<file path="src/hdl/tdpt_pkg.sv">
// Shared constants for the trial-division prime test block.
`timescale 1ns / 1ps
`default_nettype none
package tdpt_pkg;

    localparam int VALUE_WIDTH = 32;
    localparam int IN_TDATA_W  = ((VALUE_WIDTH + 7) / 8) * 8;
    localparam int OUT_TDATA_W = 8;
    localparam int CNT_W       = $clog2(VALUE_WIDTH);

    typedef logic [1:0] t_verdict;

    localparam t_verdict VERDICT_PRIME     = 2'd0;
    localparam t_verdict VERDICT_TOO_SMALL = 2'd1;
    localparam t_verdict VERDICT_COMPOSITE = 2'd2;

endpackage
`default_nettype wire

</file>
<file path="src/hdl/trial_division_prime_test_top.sv">
// Trial-division prime test: bit-serial restoring divider and trial sequencer.
//
// Slave channel (i_s_*): one two's complement number per transaction.
// Master channel (o_m_*): one verdict per transaction, 0 prime, 1 not above one,
// 2 composite.
// The block works on one number at a time. o_s_tready is high only while the
// sequencer is idle; a finished verdict sits in the output register, so the
// next number is taken while that verdict still waits for i_m_tready.
// Numbers of one or less (negative ones included) go straight to the done state.
// Otherwise each candidate divisor d = 2, 3, ... takes a pass through the
// one-bit-per-cycle divider plus a check state that compares d with the
// quotient and tests the remainder for zero.
// The worst case for 32 bits is a prime near 2^31, which needs 46340 trials.
// A stalled receiver holds the verdict in the output register and the
// sequencer waits in its done state until that register frees up.
// Reset (synchronous, active low) returns to idle and drops o_m_tvalid.
`timescale 1ns / 1ps
`default_nettype none
module trial_division_prime_test_top (
    input  wire                                i_clk,
    input  wire                                i_rst_n,
    input  wire                                i_s_tvalid,
    output logic                               o_s_tready,
    input  wire  [tdpt_pkg::IN_TDATA_W-1:0]    i_s_tdata,   // [W-1:0] number
    output logic                               o_m_tvalid,
    input  wire                                i_m_tready,
    output logic [tdpt_pkg::OUT_TDATA_W-1:0]   o_m_tdata    // [1:0] verdict, rest zero
);

    localparam int W = tdpt_pkg::VALUE_WIDTH;

    localparam logic [1:0] ST_IDLE  = 2'd0;
    localparam logic [1:0] ST_DIV   = 2'd1;
    localparam logic [1:0] ST_CHECK = 2'd2;
    localparam logic [1:0] ST_DONE  = 2'd3;

    logic [1:0]                r_state, n_state;
    logic [W-1:0]              r_num, n_num;
    logic [W-1:0]              r_d, n_d;
    logic [W-1:0]              r_quo, n_quo;
    logic [W-1:0]              r_rem, n_rem;
    logic [tdpt_pkg::CNT_W-1:0] r_cnt, n_cnt;
    tdpt_pkg::t_verdict        r_result, n_result;
    logic                      r_out_valid, n_out_valid;
    tdpt_pkg::t_verdict        r_out_verdict, n_out_verdict;

    logic [W-1:0]  s_num;
    logic          s_small;
    logic [W+1:0]  s_diff;
    logic          s_fits;
    logic          s_in_xfer;
    logic          s_out_free;

    assign s_num      = i_s_tdata[W-1:0];
    assign s_small    = s_num[W-1] | (s_num[W-1:1] == '0);
    assign s_in_xfer  = i_s_tvalid & o_s_tready;
    assign s_out_free = ~r_out_valid | i_m_tready;

    // one restoring step: shift in the next dividend bit, try subtracting d
    assign s_diff = {1'b0, r_rem, r_quo[W-1]} - {2'b00, r_d};
    assign s_fits = ~s_diff[W+1];

    assign o_s_tready = (r_state == ST_IDLE);
    assign o_m_tvalid = r_out_valid;
    assign o_m_tdata  = {{(tdpt_pkg::OUT_TDATA_W-2){1'b0}}, r_out_verdict};

    always_comb begin
        n_state       = r_state;
        n_num         = r_num;
        n_d           = r_d;
        n_quo         = r_quo;
        n_rem         = r_rem;
        n_cnt         = r_cnt;
        n_result      = r_result;
        n_out_valid   = r_out_valid;
        n_out_verdict = r_out_verdict;

        if (r_out_valid && i_m_tready) begin
            n_out_valid = 1'b0;
        end

        case (r_state)
            ST_IDLE: begin
                if (s_in_xfer) begin
                    n_num = s_num;
                    n_d   = W'(2);
                    n_quo = s_num;
                    n_rem = '0;
                    n_cnt = '0;
                    if (s_small) begin
                        n_result = tdpt_pkg::VERDICT_TOO_SMALL;
                        n_state  = ST_DONE;
                    end else begin
                        n_state = ST_DIV;
                    end
                end
            end
            ST_DIV: begin
                n_quo = {r_quo[W-2:0], s_fits};
                n_rem = s_fits ? s_diff[W-1:0] : {r_rem[W-2:0], r_quo[W-1]};
                n_cnt = r_cnt + 1'b1;
                if (r_cnt == tdpt_pkg::CNT_W'(W - 1)) begin
                    n_state = ST_CHECK;
                end
            end
            ST_CHECK: begin
                // bound test first: d > num / d means no divisor is left
                if (r_d > r_quo) begin
                    n_result = tdpt_pkg::VERDICT_PRIME;
                    n_state  = ST_DONE;
                end else if (r_rem == '0) begin
                    n_result = tdpt_pkg::VERDICT_COMPOSITE;
                    n_state  = ST_DONE;
                end else begin
                    n_d     = r_d + 1'b1;
                    n_quo   = r_num;
                    n_rem   = '0;
                    n_cnt   = '0;
                    n_state = ST_DIV;
                end
            end
            ST_DONE: begin
                if (s_out_free) begin
                    n_out_valid   = 1'b1;
                    n_out_verdict = r_result;
                    n_state       = ST_IDLE;
                end
            end
            default: begin
                n_state = ST_IDLE;
            end
        endcase
    end

    always_ff @(posedge i_clk) begin
        if (!i_rst_n) begin
            r_state     <= ST_IDLE;
            r_out_valid <= 1'b0;
            r_cnt       <= '0;
        end else begin
            r_state     <= n_state;
            r_out_valid <= n_out_valid;
            r_cnt       <= n_cnt;
        end
    end

    always_ff @(posedge i_clk) begin
        r_num         <= n_num;
        r_d           <= n_d;
        r_quo         <= n_quo;
        r_rem         <= n_rem;
        r_result      <= n_result;
        r_out_verdict <= n_out_verdict;
    end

    a_verdict_code: assert property (@(posedge i_clk) disable iff (!i_rst_n)
        o_m_tvalid |-> (r_out_verdict != 2'd3))
        else $error("illegal verdict code on output");

    a_accept_leaves_idle: assert property (@(posedge i_clk) disable iff (!i_rst_n)
        s_in_xfer |=> (r_state != ST_IDLE))
        else $error("sequencer stayed idle after an input transaction");

    a_divisor_floor: assert property (@(posedge i_clk) disable iff (!i_rst_n)
        ((r_state == ST_DIV) || (r_state == ST_CHECK)) |-> (r_d >= W'(2)))
        else $error("trial divisor below two");

    a_out_from_done: assert property (@(posedge i_clk) disable iff (!i_rst_n)
        $rose(r_out_valid) |-> ($past(r_state) == ST_DONE))
        else $error("output loaded outside the done state");

    a_rem_below_divisor: assert property (@(posedge i_clk) disable iff (!i_rst_n)
        (r_state == ST_CHECK) |-> (r_rem < r_d))
        else $error("divider remainder not below divisor");

endmodule
`default_nettype wire
</file>
<file path="config.mk">
export PLATFORM = sky130hd
export DESIGN_NAME = trial_division_prime_test_top
export DESIGN_NICKNAME = d
export VERILOG_FILES = /design/src/hdl/tdpt_pkg.sv /design/src/hdl/trial_division_prime_test_top.sv
export SDC_FILE = /design/constraint.sdc
export NUM_CORES = 1
export LEC_CHECK = 0
export BUFFER_PORTS_ARGS = -buffer_cell sky130_fd_sc_hd__buf_2
export CAP_MARGIN = 25
export CORE_MARGIN = 2
export CORE_UTILIZATION = 38
export DETAILED_ROUTE_END_ITERATION = 12
export PLACE_DENSITY_LB_ADDON = 0.08
export SLEW_MARGIN = 25
export SYNTH_ARGS = -nofsm -noshare
export SYNTH_HDL_FRONTEND = slang
export SYNTH_SLANG_ARGS = --single-unit
</file>
<file path="constraint.sdc">
create_clock -name i_clk -period 10 [get_ports i_clk]
set_input_delay 0.5 -clock i_clk [delete_from_list [all_inputs] [get_ports i_clk]]
set_output_delay 0.5 -clock i_clk [all_outputs]
set_load 0.01 [all_outputs]
</file>
[Word-level counts from Yosys, hierarchy flattened]
Index checks and enable logic that the tools add are counted.
W data, S select, Z words.
Word-level totals
  register bits: 140
  input bits: 36
  output and inout bits: 10
  word-level logic and storage cells: 73
Cells by class
  $add $sub $neg: 3
  order comparisons: 1
  equal/unequal tests: 11
  muxes and demuxes: 32
  bitwise gates (word level): 5
  reduce and logical (&&, ||, !) cells: 12
Operator list (number)
  $mux W32: 10
  $pmux W32 S3: 2
  $pmux W32 S2: 1
  $sub A33 B32 Y34: 1
  $add A32 B1 Y32 const B: 1
  $gt A32 B32 Y1: 1
  $logic_not A32 Y1: 1
  $logic_not A31 Y1: 1
  $mux W2: 10
  $mux W5: 3
  $pmux W5 S3: 1
  $reduce_and A4 Y1: 3
  $ne A2 B2 Y1 const B: 4
  $pmux W2 S4: 1
  $add A5 B1 Y5 const B: 1
  $eq A5 B5 Y1 const B: 1
  $eq A2 B2 Y1 const B: 2
  $ne A2 B1 Y1 const B: 2
  $pmux W2 S2: 1
  $reduce_and A2 Y1: 2
  $mux W1: 3
  $ne A3 B3 Y1 const B: 1
  $reduce_and A3 Y1: 1
  $reduce_bool A3 Y1: 1
  7 further kinds: 9

[Longest topological paths before layout]
Gate-level depths: netlist of the first run.
  word-level depth: 5
  mapped depth: 13
  gate-level depth less buffers: 11

[Least setup slack after synthesis of the first run]
OpenSTA, ideal clock, no wires.
  path type: reg-to-reg
  from: reg r_d[1]
  to: reg r_quo[0] (enable)
  library setup time: 486 ps
  data arrival time: 4696 ps
  data required time: 9514 ps
  slack: 4818 ps
  cell stages (with the launch flop): 10
  buffers on the path: 0
  path through: edfxtp_1 ha_1 nor2b_1 o211ai_1 a21oi_1 o21a_1 o311a_1 o31ai_1 nand2_1 nor2_1
On the way
  longest elaborated chain between the ends: 3
RTL lines
  start: declaration: line trial_division_prime_test_top.sv:39  | logic [W-1:0] r_d, n_d;
  start signal: assignment: line trial_division_prime_test_top.sv:149  | r_d <= n_d;
  $gt A32 B32 Y1: line trial_division_prime_test_top.sv:108  | if (r_d > r_quo) begin
  $ne A2 B2 Y1 (no line)
  $reduce_and A4 Y1 (no line)
  end signal: assignment: line trial_division_prime_test_top.sv:150  | r_quo <= n_quo;
  end: declaration: line trial_division_prime_test_top.sv:40  | logic [W-1:0] r_quo, n_quo;
Every way passes these cells.
A chain may end at the register's enable or synchronous reset.

[Worst setup path in the final report of the first run]
  from: reg r_d[25]
  to: reg r_quo[31] (enable)
The elaborated chain is that of the path after synthesis.

==> results of run 1 <==
## registers in the layout (all words and copies together) (netlist names)
register	cells
r_num	32
o_m_tvalid	1
r_state	2
r_result	2
r_d	32
r_out_verdict	2
r_rem	32
r_cnt	5
r_quo	32
## kinds of logic (layout without fill, tap and decap cells)
group                    Yosys count  after routing
XOR/XNOR                          47             47
AND/OR/NAND/NOR                  328            328
flip-flops                       140            140
buffers and inverters            120            156
AO/OA/AOI/OAI                    243            243
other                              1              6
multiplexers                       2              2
adder cells (fa/ha/maj)           72             72
## worst min path at each step
stage          slack (ns)     startpoint                to
4_1_cts              0.26  i_s_tdata[26]         r_num[26]
3_3_place_gp         0.41    r_result[1]  r_out_verdict[1]
5_1_grt              0.27   i_s_tdata[3]          r_num[3]
6_report             0.28  i_s_tdata[26]         r_num[26]
2_1_floorplan        0.40    r_result[0]  r_out_verdict[0]
3_5_place_dp         0.41    r_result[0]  r_out_verdict[0]
## area by class of cell
class / count / area (um^2) / area share (%)
Multi-Input combinational cell: 698 / 4560 / 44.7
Sequential cell: 140 / 4120 / 40.4
Clock buffer: 17 / 425 / 4.16
Tap cell: 319 / 399 / 3.91
Inverter: 77 / 289 / 2.83
Timing Repair Buffer: 47 / 255 / 2.50
Clock inverter: 15 / 163 / 1.59
## stage by stage
step           hold slack [ns]  instances  area (um^2)  util (%)  setup slack, ns
5_1_grt                  0.267       1313        10200      43.4             5.68
3_5_place_dp             0.408       1281         9630      40.9             5.98
6_report                 0.280       1313        10200      43.4             5.99
4_1_cts                  0.261       1313        10200      43.4             5.99
2_1_floorplan            0.400        958         9150         -             4.82
3_3_place_gp             0.411       1281         9620      40.9             5.97
## worst reg2reg max path: stages (launching register included)
cell and delay [ns]:
edfxtp_1 0.48, ha_1 0.35, nand4_1 0.15, nor4_1 0.65, nand3_1 0.30, o311a_1 0.24
o31ai_1 0.42, nand2_1 0.19, nor2_4 0.10, buf_4 0.70
## layer usage
layer | up-vias | share of wire, %
li1 | 3553 | -
met1 | 3257 | 52
met2 | 143 | 43
met3 | 25 | 2.8
met4 | 0 | 2.2
met5 | - | 0
## cell usage in the layout, fill, tap and decap left out, drive strengths merged, types with 16 or more instances in the layout
master / Yosys / layout
o21ai: 31 / 31
nor2: 92 / 92
ha: 71 / 71
buf: 21 / 47
clkbuf: 22 / 17
nand2: 80 / 80
nor4: 22 / 22
inv: 77 / 81
nor3: 22 / 22
a21oi: 88 / 88
xnor2: 42 / 42
nand4: 16 / 16
nand3: 30 / 30
a22oi: 33 / 33
edfxtp: 132 / 132
==> results.sh, run 1 <==
export IMPL_hold_viol=0
export IMPL_cts_tree="done"
export IMPL_worst_setup_path_type="flop to flop"
export IMPL_port_buffers=39
export IMPL_critPathBufInv=1
export IMPL_use_met2_pct=27.8
export IMPL_critPathTopFamily="simple AND/OR/NAND/NOR gates"
export IMPL_synth_area_leaders="edfxtp_1 43%, ha_1 9.7%, a21oi_1 4.8%, xnor2_1 4.0%, nor2_1 3.8%"
export IMPL_layout_nets=1089
export IMPL_start_kind="flop"
export IMPL_dp_hpwl_mm=16.7
export IMPL_synth_edf_count=132
export IMPL_setup_viol=0
export IMPL_h_tree_depth=4
export IMPL_layout_min_cycle_time_ns=4.01
export IMPL_globalRouteMet1Util_pct=27.4
export IMPL_root_buffer="clkbuf_16"
export IMPL_netlist_area_leader_share_pct=43.4
export IMPL_synth_compound_area_share_pct=17.2
export IMPL_synthMostInstantiatedCell="edfxtp_1"
export IMPL_antenna_found_initial=0
export IMPL_reg2reg_from="r_d[25]"
export IMPL_grt_max_degree=65
export IMPL_critPathCaptureType="flop"
export IMPL_via_count=6978
export IMPL_fp_row_count=56
export IMPL_die_w_um=159
export IMPL_drc=0
export IMPL_crit_start="r_d[25]"
export IMPL_ctsHoldBuffers=0
export IMPL_cts_sinks=140
export IMPL_ios=46
export IMPL_ys_top_cells_by_count="132 x edfxtp_1, 92 x nor2_1, 87 x a21oi_1"
export IMPL_tns_ns=0
export IMPL_fin_skew_ns=0.0144
export IMPL_initial_core_util_pct=38.8
export IMPL_drv_cap=0
export IMPL_overflow=0
export IMPL_wirelength_mm=22.9
export IMPL_syn_avg_cell_area_um2=9.58
export IMPL_antenna_cells=0
export IMPL_drtPass1Iterations=4
export IMPL_cp_depth=9
export IMPL_r2r_end="r_quo[31]"
export IMPL_cts_made_buffers=17
export IMPL_clk_pin_slew_ns=0.07
export IMPL_worstPathCellList="ha_1, nand4_1, nor4_1, nand3_1, o311a_1, o31ai_1, nand2_1, nor2_4, buf_4"
export IMPL_worstRegToRegCells=9
export IMPL_yosysWarnings=0
export IMPL_grt_pass1_wl_mm=37.1
export IMPL_cp_arrival_ns=4.04
export IMPL_wl_per_cell_um=17.5
export IMPL_drive_gt1_share_pct=9.46
export IMPL_postCtsSetupBuffers=0
export IMPL_min_delay_path_class="primary input to flop"
export IMPL_die_h_um=159
export IMPL_async_flop_share_pct=0
export IMPL_top_usage_layer="met2"
export IMPL_muxShareOfSynthArea_pct=0.219
export IMPL_synth_seq_area_share_pct=45.2
export IMPL_area_growth_pct=11.9
export IMPL_status="completed"
export IMPL_r2r_slack_ns=5.99
export IMPL_hold_depth=1
export IMPL_required_ns=10.04
export IMPL_synth_top_family_by_area="simple AND/OR/NAND/NOR gates"
export IMPL_critPathMaxStageDelay_ns=0.70
export IMPL_synthCells=953
export IMPL_synthAdderAreaFrac_pct=9.95
export IMPL_synth_xor_area_share_pct=4.51
export IMPL_timing_fmax_mhz=250
export IMPL_cts_buffer_depth=2
export IMPL_fin_crit_sh_pct=40.1
export IMPL_track_usage_pct=18.5
export IMPL_coreArea_mm2=0.0235
export IMPL_final_max_slew_viol_count=0
export IMPL_gp_congestion=0.785
export IMPL_ant_nets=0
export IMPL_yosysTopAreaCell="edfxtp_1"
export IMPL_globalRouteMet3Util_pct=2.76
export IMPL_mappedNetlistArea_mm2=0.00913
export IMPL_relSlewSlack_pct=39.0
export IMPL_clkLatencyLatePin_ns=0.42
export IMPL_dieArea_mm2=0.0253
export IMPL_fillCellCount=2378
export IMPL_ys_flop_type="edfxtp_1"
export IMPL_ys_ff_latch=140
export IMPL_drtIter0Drc=369
export IMPL_rsz0062_at_grt="false"
export IMPL_synth_simple_area_share_pct=17.5
export IMPL_crit_end="r_quo[31]"
export IMPL_post_cts_resized=0
export IMPL_worst_pin_slew_ns=0.915
export IMPL_post_drt_via_cell_ratio=5.31
export IMPL_yosysUniqueCellTypes=66
export IMPL_worstPathMaxFanout=64
export IMPL_grt_pass1_vias=6707
export IMPL_cp_slowest_cell="buf_4"
Power of run 1 is not shown: default switching activity piles up to over one toggle a cycle in this logic, so the estimate is an artifact.
==> inputs of run 2 (changes only) <==
==> constraint.sdc (replaced) <==
create_clock -name i_clk -period 3.6 [get_ports i_clk]
set_input_delay 0.18 -clock i_clk [delete_from_list [all_inputs] [get_ports i_clk]]
set_output_delay 0.18 -clock i_clk [all_outputs]
set_load 0.01 [all_outputs]
==> results.sh, run 2 (synthesis results as in run 1) <==
export IMPL_die_w_um=159
export IMPL_drv_cap=0
export IMPL_initial_core_util_pct=38.8
export IMPL_wl_per_cell_um=18.0
export IMPL_cp_arrival_ns=3.61
export IMPL_min_delay_path_class="primary input to flop"
export IMPL_required_ns=3.71
export IMPL_r2r_end="r_rem[10]"
export IMPL_placed_area_mm2=0.00974
export IMPL_clkLatencyLatePin_ns=0.43
export IMPL_reg2reg_from="r_d[23]"
export IMPL_fillCellCount=2367
export IMPL_r2r_slack_ns=0.10
export IMPL_grt_pass1_vias=7050
export IMPL_rsz0062_at_grt="false"
export IMPL_worst_pin_slew_ns=0.697
export IMPL_hold_viol=0
export IMPL_coreArea_mm2=0.0235
export IMPL_mostFrequentLayoutCell="edfxtp_1"
export IMPL_root_buffer="clkbuf_16"
export IMPL_fin_skew_ns=0.0144
export IMPL_tns_ns=0
export IMPL_area_growth_pct=16.5
export IMPL_h_tree_depth=4
export IMPL_clk_pin_slew_ns=0.07
export IMPL_overflow=0
export IMPL_wirelength_mm=24.4
export IMPL_multiInputGateArea_mm2=0.00455
export IMPL_relSlewSlack_pct=53.1
export IMPL_layout_min_cycle_time_ns=3.50
export IMPL_final_cell_mix="132 x edfxtp_1, 90 x nor2_1, 87 x a21oi_1"
export IMPL_hold_depth=4
export IMPL_final_max_slew_viol_count=0
export IMPL_ant_nets=0
export IMPL_grt_max_degree=56
export IMPL_gp_congestion=0.870
export IMPL_final_cells=1354
export IMPL_drive_gt1_share_pct=9.86
export IMPL_drc=0
export IMPL_track_usage_pct=19.6
export IMPL_cts_sinks=140
export IMPL_drtPass1Iterations=4
export IMPL_cts_tree="done"
export IMPL_min_to="o_m_tvalid"
export IMPL_drtIter0Drc=440
export IMPL_dpl_cell_count=1290
export IMPL_status="completed"
export IMPL_hp_start="i_m_tready"
export IMPL_cts_made_buffers=17
export IMPL_design_area_mm2=0.0106
export IMPL_antenna_cells=0
export IMPL_crit_start="r_d[23]"
export IMPL_antenna_found_initial=0
export IMPL_worst_setup_path_type="flop to flop"
export IMPL_fp_row_count=56
export IMPL_die_h_um=159
export IMPL_dieArea_mm2=0.0253
export IMPL_timing_fmax_mhz=286
export IMPL_seq_area_mm2=0.00412
export IMPL_ios=46
export IMPL_layout_nets=1130
export IMPL_worstRegToRegCells=9
export IMPL_dp_hpwl_mm=17.7
export IMPL_grt_pass1_wl_mm=39.2
export IMPL_fin_crit_sh_pct=97.1
export IMPL_port_buffers=39
export IMPL_worst_slack_ns=0.104
export IMPL_place_ws_ns=0.116
export IMPL_setup_viol=0
export IMPL_critPathCaptureType="flop"
export IMPL_post_drt_via_cell_ratio=5.38
export IMPL_via_count=7282
export IMPL_start_kind="flop"
export IMPL_cts_buffer_depth=2
export IMPL_worstPathMaxFanout=32
[run 2: changes by cell type in the layout (fill, tap and decap cells not counted), sizes merged]
cell / delta
buf: +9
bufinv: -1
clkinv: -2
dlygate4sd3: +32
inv: +3
[run 2: cell type report]
cell class	instances	area share, %
inverters	77	2.72
flip-flops and latches	140	38.8
multi-input cells	698	42.8
clock buffers	17	4.00
repair buffers	88	6.52
clock inverters	15	1.44
well taps	319	3.75
[run 2: metrics by stage]
step	hold WS [ns]	util [%]
CTS	0.0410	45.2
detailed placement	0.384	41.4
global route	0.0376	45.2
global placement	0.378	41.4
floorplan	0.279	-
finish	0.0533	45.2
[run 2: timing repair]
action,CTS,global route
setup buffers,0,0
resized for setup,0,0
setup endpoints to repair,0,0
hold buffers,32,0
endpoints found under the hold margin,32,0
[run 2: critical path: stages (launching register included)]
cell and delay, ns:
edfxtp_1 0.49, ha_1 0.37, nand4_1 0.14, nor4_1 0.61
nand3_1 0.30, o311a_1 0.25, o31ai_1 0.39, nand2_1 0.18
nor2_4 0.18, buf_12 0.24
[run 2: how the worst max path moves through the flow]
| stage | end | slack (ns) | depth (start not counted) |
|---|---|---|---|
| after floorplan | r_quo[0] | 0.16 | 9 |
| after global routing | r_rem[10] | 0.06 | 9 |
| after detailed placement | r_rem[6] | 0.12 | 10 |
| final | r_rem[10] | 0.10 | 9 |
| after global placement | r_rem[6] | 0.08 | 10 |
| after CTS | r_rem[1] | 0.12 | 10 |
[run 2: metal layers]
layer | GRT usage, % | vias to the layer above | wire, um | share of wire [%]
met1 | 28.2 | 3444 | 12200 | 50
met3 | 3.26 | 21 | 912 | 3.7
met4 | 5.25 | 0 | 391 | 1.6
met5 | 0 | - | 0 | 0
met2 | 30.6 | 161 | 10900 | 45
li1 | - | 3656 | - | -
Power of run 2 is left out for the same reason.
